--- config.mk ---
export PLATFORM = sky130hd
export DESIGN_NAME = qme_ctrl
export DESIGN_NICKNAME = d
export VERILOG_FILES = /design/src/hdl/qme_pkg.sv /design/src/hdl/qme_ctrl.sv
export SDC_FILE = /design/constraint.sdc
export NUM_CORES = 1
export LEC_CHECK = 0
export ABC_AREA = 1
export BUFFER_PORTS_ARGS = -buffer_cell sky130_fd_sc_hd__buf_2
export CAP_MARGIN = 20
export CORE_MARGIN = 3
export CORE_UTILIZATION = 55
export DETAILED_ROUTE_END_ITERATION = 8
export PLACE_DENSITY = 0.8
export SYNTH_ARGS = -nofsm -noshare
export SYNTH_HDL_FRONTEND = slang
export SYNTH_SLANG_ARGS = --single-unit
--- constraint.sdc ---
create_clock -name clk -period 2.48 [get_ports clk]
set_input_delay 0.496 -clock clk [delete_from_list [all_inputs] [get_ports clk]]
set_output_delay 0.496 -clock clk [all_outputs]
set_load 0.005 [all_outputs]
--- src/hdl/qme_pkg.sv ---
// Shared types, constants and arithmetic helpers for the quadratic map
// escape iteration block. Used by the controller, datapath and top level.
package qme_pkg;

    localparam int CFG_W   = 32;
    localparam int IDX_W   = 3;
    localparam int LEVEL_W = 18;
    localparam int MAXI_W  = 16;
    localparam int RAD_W   = 31;

    // Configuration register indexes
    localparam logic [IDX_W-1:0] CFG_LAMBDA_RE = 3'd0;
    localparam logic [IDX_W-1:0] CFG_LAMBDA_IM = 3'd1;
    localparam logic [IDX_W-1:0] CFG_CENTER_RE = 3'd2;
    localparam logic [IDX_W-1:0] CFG_CENTER_IM = 3'd3;
    localparam logic [IDX_W-1:0] CFG_RADIUS_SQ = 3'd4;
    localparam logic [IDX_W-1:0] CFG_MAX_ITER  = 3'd5;
    localparam logic [IDX_W-1:0] CFG_UNIT_MODE = 3'd6;

    // Fixed-point constants (Q7.24 values, Q.48 escape bound)
    localparam logic signed [31:0] ONE_Q24    = 32'sd16777216;
    localparam logic signed [63:0] HALF_Q24   = 64'sd8388608;
    localparam logic [63:0]        ESCAPE_Q48 = 64'd100 << 48;
    localparam logic [15:0]        MAX_ITER_RESET = 16'd500;

    // Operand selection of the shared complex multiply unit
    typedef enum logic [1:0] {
        OP_SQ,
        OP_M1,
        OP_M2
    } qme_op_t;

    typedef enum logic [2:0] {
        ST_IDLE,
        ST_PREP,
        ST_SQ,
        ST_EVAL,
        ST_C1,
        ST_M2,
        ST_C2,
        ST_DONE
    } qme_state_t;

    // Controller to datapath commands
    typedef struct packed {
        logic    load;
        logic    prep;
        logic    mul_en;
        qme_op_t mul_op;
        logic    wr_t;
        logic    wr_x;
    } qme_cmd_t;

    // Datapath to controller status
    typedef struct packed {
        logic esc;
        logic ins;
    } qme_stat_t;

    // Round a Q.48 product to Q.24: add half, floor
    function automatic logic signed [39:0] rnd24(input logic signed [63:0] p);
        logic signed [63:0] s;
        s = p + HALF_Q24;
        return s[63:24];
    endfunction

    // Saturate to the signed 32 bit range
    function automatic logic signed [31:0] sat32(input logic signed [40:0] v);
        logic signed [31:0] r;
        if (v > 41'sd2147483647)
            r = 32'sh7FFF_FFFF;
        else if (v < -41'sd2147483648)
            r = 32'sh8000_0000;
        else
            r = v[31:0];
        return r;
    endfunction

endpackage

--- src/hdl/qme_ctrl.sv ---
// Controller: sequences test and multiply passes, counts iterations,
// applies the stop rules and drives both handshakes. Depends on qme_pkg.
module qme_ctrl
#(
    parameter int ITER_WIDTH = 16
)
(
    input  logic                          clk,
    input  logic                          rst_n,
    input  logic                          pt_valid,
    output logic                          pt_ready,
    output logic                          res_valid,
    input  logic                          res_ready,
    output logic                          res_hit,
    output logic [qme_pkg::LEVEL_W-1:0]   res_level,
    input  logic [qme_pkg::MAXI_W-1:0]    max_iter,
    input  logic                          unit_mode,
    input  qme_pkg::qme_stat_t            stat,
    output qme_pkg::qme_cmd_t             cmd
);

    localparam int MI_W  = (ITER_WIDTH > qme_pkg::MAXI_W) ? ITER_WIDTH : qme_pkg::MAXI_W;
    localparam int LVL_W = (ITER_WIDTH + 2 > qme_pkg::LEVEL_W) ? ITER_WIDTH + 2
                                                                : qme_pkg::LEVEL_W;

    qme_pkg::qme_state_t      state_reg, state_next;
    logic [ITER_WIDTH-1:0]    cnt_reg, cnt_next;
    logic                     was_reg, was_next;
    logic                     start_in_reg, start_in_next;
    logic                     seen_reg, seen_next;
    logic                     hit_reg, hit_next;
    logic                     res_valid_reg, res_valid_next;
    logic                     res_hit_reg, res_hit_next;
    logic [qme_pkg::LEVEL_W-1:0] res_level_reg, res_level_next;

    logic [MI_W-1:0]          mi_ext;
    logic [ITER_WIDTH-1:0]    lim;
    logic                     below;
    logic                     first;
    logic                     sin;
    logic                     seen;
    logic                     cont;
    logic                     hit_eval;
    logic                     accept;
    logic                     out_free;
    logic [LVL_W-1:0]         lvl;

    // Stop rules evaluated on the current iterate
    always_comb
    begin
        mi_ext   = MI_W'(max_iter);
        lim      = mi_ext[ITER_WIDTH-1:0];
        below    = (cnt_reg < lim);
        first    = (cnt_reg == '0);
        sin      = first ? stat.ins : start_in_reg;
        seen     = seen_reg | (!first && !stat.ins);
        if (unit_mode)
        begin
            cont     = below && !stat.esc && !sin;
            hit_eval = below && seen;
        end
        else
        begin
            cont     = below && !stat.esc && (!was_reg || stat.ins);
            hit_eval = below && was_reg;
        end
        accept   = pt_valid && (state_reg == qme_pkg::ST_IDLE);
        out_free = !res_valid_reg || res_ready;
        lvl      = LVL_W'(cnt_reg) + (LVL_W'(cnt_reg) << 1);
    end

    // Next state
    always_comb
    begin
        state_next = state_reg;
        case (state_reg)
            qme_pkg::ST_IDLE: if (pt_valid) state_next = qme_pkg::ST_PREP;
            qme_pkg::ST_PREP: state_next = qme_pkg::ST_SQ;
            qme_pkg::ST_SQ:   state_next = qme_pkg::ST_EVAL;
            qme_pkg::ST_EVAL: state_next = cont ? qme_pkg::ST_C1 : qme_pkg::ST_DONE;
            qme_pkg::ST_C1:   state_next = qme_pkg::ST_M2;
            qme_pkg::ST_M2:   state_next = qme_pkg::ST_C2;
            qme_pkg::ST_C2:   state_next = qme_pkg::ST_PREP;
            qme_pkg::ST_DONE: if (out_free) state_next = qme_pkg::ST_IDLE;
            default:          state_next = qme_pkg::ST_IDLE;
        endcase
    end

    // Datapath commands and input ready
    always_comb
    begin
        cmd        = '0;
        cmd.mul_op = qme_pkg::OP_SQ;
        pt_ready   = 1'b0;
        case (state_reg)
            qme_pkg::ST_IDLE:
            begin
                pt_ready = 1'b1;
                cmd.load = pt_valid;
            end
            qme_pkg::ST_PREP: cmd.prep = 1'b1;
            qme_pkg::ST_SQ:
            begin
                cmd.mul_en = 1'b1;
                cmd.mul_op = qme_pkg::OP_SQ;
            end
            qme_pkg::ST_EVAL:
            begin
                cmd.mul_en = 1'b1;
                cmd.mul_op = qme_pkg::OP_M1;
            end
            qme_pkg::ST_C1: cmd.wr_t = 1'b1;
            qme_pkg::ST_M2:
            begin
                cmd.mul_en = 1'b1;
                cmd.mul_op = qme_pkg::OP_M2;
            end
            qme_pkg::ST_C2: cmd.wr_x = 1'b1;
            default: ;
        endcase
    end

    // Iteration bookkeeping and output register
    always_comb
    begin
        cnt_next       = cnt_reg;
        was_next       = was_reg;
        start_in_next  = start_in_reg;
        seen_next      = seen_reg;
        hit_next       = hit_reg;
        res_valid_next = res_valid_reg;
        res_hit_next   = res_hit_reg;
        res_level_next = res_level_reg;
        if (accept)
        begin
            cnt_next      = '0;
            was_next      = 1'b0;
            start_in_next = 1'b0;
            seen_next     = 1'b0;
        end
        if (state_reg == qme_pkg::ST_EVAL)
        begin
            start_in_next = sin;
            seen_next     = seen;
            hit_next      = hit_eval;
            if (cont)
            begin
                was_next = stat.ins;
                cnt_next = cnt_reg + ITER_WIDTH'(1);
            end
        end
        // Drop the result beat once taken, load a new one when the slot frees
        if (res_ready)
            res_valid_next = 1'b0;
        if ((state_reg == qme_pkg::ST_DONE) && out_free)
        begin
            res_valid_next = 1'b1;
            res_hit_next   = hit_reg;
            res_level_next = hit_reg ? lvl[qme_pkg::LEVEL_W-1:0] : '0;
        end
    end

    always_ff @(posedge clk or negedge rst_n)
    begin
        if (!rst_n)
        begin
            state_reg     <= qme_pkg::ST_IDLE;
            cnt_reg       <= '0;
            was_reg       <= 1'b0;
            start_in_reg  <= 1'b0;
            seen_reg      <= 1'b0;
            hit_reg       <= 1'b0;
            res_valid_reg <= 1'b0;
        end
        else
        begin
            state_reg     <= state_next;
            cnt_reg       <= cnt_next;
            was_reg       <= was_next;
            start_in_reg  <= start_in_next;
            seen_reg      <= seen_next;
            hit_reg       <= hit_next;
            res_valid_reg <= res_valid_next;
        end
    end

    always_ff @(posedge clk)
    begin
        res_hit_reg   <= res_hit_next;
        res_level_reg <= res_level_next;
    end

    assign res_valid = res_valid_reg;
    assign res_hit   = res_hit_reg;
    assign res_level = res_level_reg;

endmodule

# Word-level counts from Yosys, hierarchy flattened

Cells that the tools add are included.

Add/sub/neg operators: 2
Multiply operators: 0
Div/mod/pow operators: 0
$lt $le $gt $ge: 1
Eq/ne operators: 9
Shift operators: 0
Muxes and demuxes: 24
Bitwise gates (word level): 1
Reductions and logical operators: 21

Operator list:

| operator                | count |
|---|---|
| $mux W16                | 3 |
| $pmux W3 S8             | 1 |
| $add A16 B17 Y18        | 1 |
| $add A16 B1 Y16 const B | 1 |
| $logic_not A16 Y1       | 1 |
| $lt A16 B16 Y1          | 1 |
| $mux W1                 | 16 |
| $eq A3 B3 Y1 const B    | 4 |
| $pmux W3 S3             | 1 |
| $logic_and A1 B1 Y1     | 8 |
| $eq A3 B2 Y1 const B    | 2 |
| $logic_not A1 Y1        | 6 |
| $mux W3                 | 2 |
| $ne A2 B2 Y1 const B    | 2 |
| $reduce_bool A2 Y1      | 2 |
| $eq A3 B1 Y1 const B    | 1 |
| $logic_not A3 Y1        | 1 |
| $logic_or A1 B1 Y1      | 2 |
| $mux W2                 | 1 |
| $reduce_and A2 Y1       | 1 |
| $or A1 B1 Y1            | 1 |

Flip-flop bits (word level): 43
Bits in latches: 0
RAM bits: 0
Memory bits (read-only): 0
Bits of input ports: 23
Output and inout port bits: 28
Logic and storage cells: 67
Memories: 0

# Logic depth before layout (Yosys ltp)

Word-level depth: 7
Mapped depth: 14
Mapped depth without buffers: 14

# Worst setup path after synthesis

OpenSTA, ideal clock, no wires.

Kind: register -> register
Start: reg cnt_reg[0]
End: reg res_level_reg, in the netlist res_level[11] (data pin)
Library setup time: 0.253 ns
Data arrival time: 1.850 ns
Required time: 2.227 ns
Path slack: 0.377 ns
Stages on the path, launching flop included: 14
Buffers on the path: 0
Period minus slack after synthesis: 2.103 ns
Path through: dfrtp_1 -> ha_1 -> inv_1 -> fa_1 -> o21ai_1 -> nand2_1 -> nand2_1 -> nand2_1 -> nand2_1 -> nand3_1 -> nand2_1 -> nand2_1 -> nand2_1 -> nor2_1

Word-level cells in the longest chain between the ends: 1

RTL lines:

| item                     | RTL line        | text |
|---|---|---|
| start: declaration       | qme_ctrl.sv:27  | `logic [ITER_WIDTH-1:0] cnt_reg, cnt_next;` |
| start signal: assignment | qme_ctrl.sv:178 | `cnt_reg <= cnt_next;` |
| $add A16 B17 Y18         | qme_ctrl.sv:69  | `lvl = LVL_W'(cnt_reg) + (LVL_W'(cnt_reg) << 1);` |
| end signal: assignment   | qme_ctrl.sv:190 | `res_level_reg <= res_level_next;` |
| end: declaration         | qme_ctrl.sv:34  | `logic [qme_pkg::LEVEL_W-1:0] res_level_reg, res_level_next;` |

No other way between the ends.
A chain may end at the register's enable or synchronous reset.

# Worst setup path after layout

Start: reg cnt_reg[1]
End: reg res_level_reg, in the netlist res_level[11] (data pin)

The elaborated chain is that of the path after synthesis.

==> impl_metrics.csv <==
group,metric,value,unit
status,status,"complete, no violations",
timing,finalHoldViolCount,0,
global_routing,grt_pass1_wl,13.3,mm
timing,drv_slew,0,
worst_setup_path,critPathLaunchType,"flop",
cells_and_area,layout.nets,571,
worst_setup_path,path_common_cell,"nand2_1",
timing,maxSlewHeadroom,63.2,%
detailed_routing,detail_route.wirelength,7.61,mm
clocking,cts-root-buf,"clkbuf_8",
pwr,irDropWorstVdd,0.596,mV
cells_and_area,stdcell_count,579,
worst_setup_path,r2r_start,"cnt_reg[1]$_DFF_PN0_",
clocking,clk_pin_slew,80,ps
clocking,cts_buffers,5,
synth,synth_top_area_cell,"dfrtp_1",
worst_setup_path,slowest_delay,440,ps
worst_setup_path,r2r_setup_slack,160,ps
cells_and_area,syn2layout_area_growth,12.6,%
worst_setup_path,worstPathRequired,2530,ps
detailed_routing,dr.pass1.iters,5,
clocking,h-tree-depth,2,
synth,syn_area,3360,um2
synth,syn_nets,514,
cells_and_area,layout_common_cells,"nand2_1 (112), inv_1 (76), buf_2 (50), nor2_1 (49), ha_1 (40)",
floorplan,die_h,84.1,um
clocking,cts_tree,"done",
global_routing,grt_max_degree,25,
worst_setup_path,cp_max_fo,5,
worst_setup_path,r2r_cells,13,
clocking,max-clock-path-buffers,2,
synth,yosysTopAreaCellShare,17.9,%
place,port_buffers,50,
clocking,cts_sinks,43,
synth,postSynthCellCount,450,
floorplan,ios,51,
floorplan,die_w,84.1,um
detailed_routing,drtIter0Drc,153,
worst_setup_path,crit_end,"res_level[11]$_SDFFCE_PN0P_",
synth,synth_edf_count,19,
global_routing,grt_use_total,22.8,%
cells_and_area,insertedDiodeCount,0,
synth,async_flop_share,55.8,%
worst_setup_path,rr_endpoint,"res_level[11]$_SDFFCE_PN0P_",
synth,ys_ff_latch,43,
place,dp_cells,572,
timing,final.setup.tns,0,ps
synth,seq_area_frac_synth,34.9,%
run,maxCapViolCount,0,
worst_setup_path,worstSetupStartpoint,"cnt_reg[1]$_DFF_PN0_",
timing,setup_viol,0,
worst_setup_path,worst_path_max_delay_cell,"dfrtp_1",
place,gp_congestion,0.986,
cells_and_area,largest_reg_flops,18,
detailed_routing,wl_per_cell,13.1,um
cells_and_area,drive_gt1_share,14.0,%
synth,syn_avg_cell_area,7.46,um2
floorplan,die-area,7080,um2
place,hpwl,5.93,mm
floorplan,start_util,58.8,%
detailed_routing,ant_nets,0,
worst_setup_path,critPathCaptureType,"flop",
global_routing,overflow,0,
synth,synth_area_leaders,"dfrtp_1 (18%), edfxtp_1 (17%), ha_1 (15%)",
synth,yosysWarningCount,0,
worst_setup_path,path_cells,"ha_1 > inv_1 > fa_1 > o21ai_1 > nand2_1 > nand2_1 > nand2_1 > nand2_1 > nand3_1 > nand2_1 > nand2_1 > nand2_1 > nor2_1",
detailed_routing,remaining_drc_errors,0,
hold_path,min_path_type,"input port to asynchronous set/reset pin",
floorplan,num_rows,27,
pwr,powerDensity,887,nW/um2
global_routing,antenna_found_initial,0,
worst_setup_path,crit_type,"flop to flop",
cells_and_area,final_common_cell,"nand2_1",
synth,yosysUniqueCellTypes,33,
timing,finalCritPeriodShare,93.7,%
timing,worst_pin_slew,552,ps
timing,rsz0062_at_grt,"no",
detailed_routing,num_vias,3063,
synth,synthFlopType,"dfrtp_1",
timing,fin_skew,6.67,ps
clocking,clk_latency,300,ps
timing,finalCriticalPeriod,2320,ps
timing,clock.fmax,430,MHz
worst_setup_path,arrival,2380,ps
floorplan,coreArea,5710,um2
detailed_routing,viasPerCell,5.29,
pwr,p_leak,2.07,nW
global_routing,grt_pass1_vias,3014,
clocking,postCtsSetupRepairBufs,0,
## logic make-up (layout without fill, tap and decap cells)
family	Yosys count	in the layout	synth area share, %
simple gates	204	204	25.5
buf+inv	83	140	9.80
compound gates	64	64	10.4
flops	43	43	34.9
fa+ha+maj	41	41	15.5
xor+xnor	15	15	3.91
## report_power, final
part	leakage [nW]	switching, mW	internal (mW)	total, mW
Combinational	1.55	1.09	0.649	1.74
Clock	0.0383	0.236	0.194	0.430
Sequential	0.487	0.206	0.976	1.18
## critical path: cells and delay by family, from the launching register on
kind	cells	cell delay (ps)
and+or+nand+nor	9	690
adders and majority gates	2	680
DFF	1	440
AOI/OAI and AO/OA	1	190
buffers and inverters	1	80
## how the worst min path moves through the flow
stage | from | end | slack [ps] | cells after the start
after floorplan | rst_n | cnt_reg[0]$_DFF_PN0_ | 200 | 0
after CTS | rst_n | state_reg[0]$_DFFE_PN0P_ | 190 | 1
after global routing | rst_n | state_reg[0]$_DFFE_PN0P_ | 210 | 1
final | rst_n | state_reg[0]$_DFFE_PN0P_ | 180 | 1
after detailed placement | seen_reg$_DFFE_PN0P_ | seen_reg$_DFFE_PN0P_ | 500 | 2
after global placement | seen_reg$_DFFE_PN0P_ | seen_reg$_DFFE_PN0P_ | 480 | 2
## synthesized netlist by cell type, drive strengths merged (3+ instances only)
library cell	count
nand2	114
inv	77
nor2	52
ha	40
a21oi	34
dfrtp	24
nand3	21
o21ai	20
edfxtp	19
xor2	15
nand4	7
nor3	6
buf	5
o21bai	3
## layer usage
| metal | vias to the layer above | global-route usage [%] | routed length [um] |
|---|---|---|---|
| met4 | 0 | 6.58 | 113 |
| met2 | 98 | 39.6 | 3610 |
| met1 | 1397 | 28.8 | 3470 |
| met5 | - | 0 | 0 |
| met3 | 11 | 4.05 | 414 |
| li1 | 1557 | - | - |
## metrics by stage
stage               hold WS [ps]  power (mW)  area [um2]  worst slack (ps)  util [%]
finish                       180        3.35        3780               156      66.2
global route                 205        3.69        3780              3.39      66.2
CTS                          194        3.35        3780               155      66.2
detailed placement           500        2.91        3700               178      64.8
global placement             476        2.84        3700               316      64.8
floorplan                    200        2.38        3360               377         -
## area by class of cell
| type | count | area, um2 |
|---|---|---|
| clock buffer | 7 | 76.3 |
| fill | 516 | 1930 |
| inverter | 77 | 289 |
| multi-input combinational | 324 | 1860 |
| sequential | 43 | 1170 |
| tap | 72 | 90.1 |
| timing repair buffer | 56 | 295 |
## repair_timing
action | CTS | global route
gates resized for setup | 0 | 1
setup endpoints to repair | 0 | 1
hold buffers | 0 | 0
Note: power is estimated with default switching activity, not from simulation.
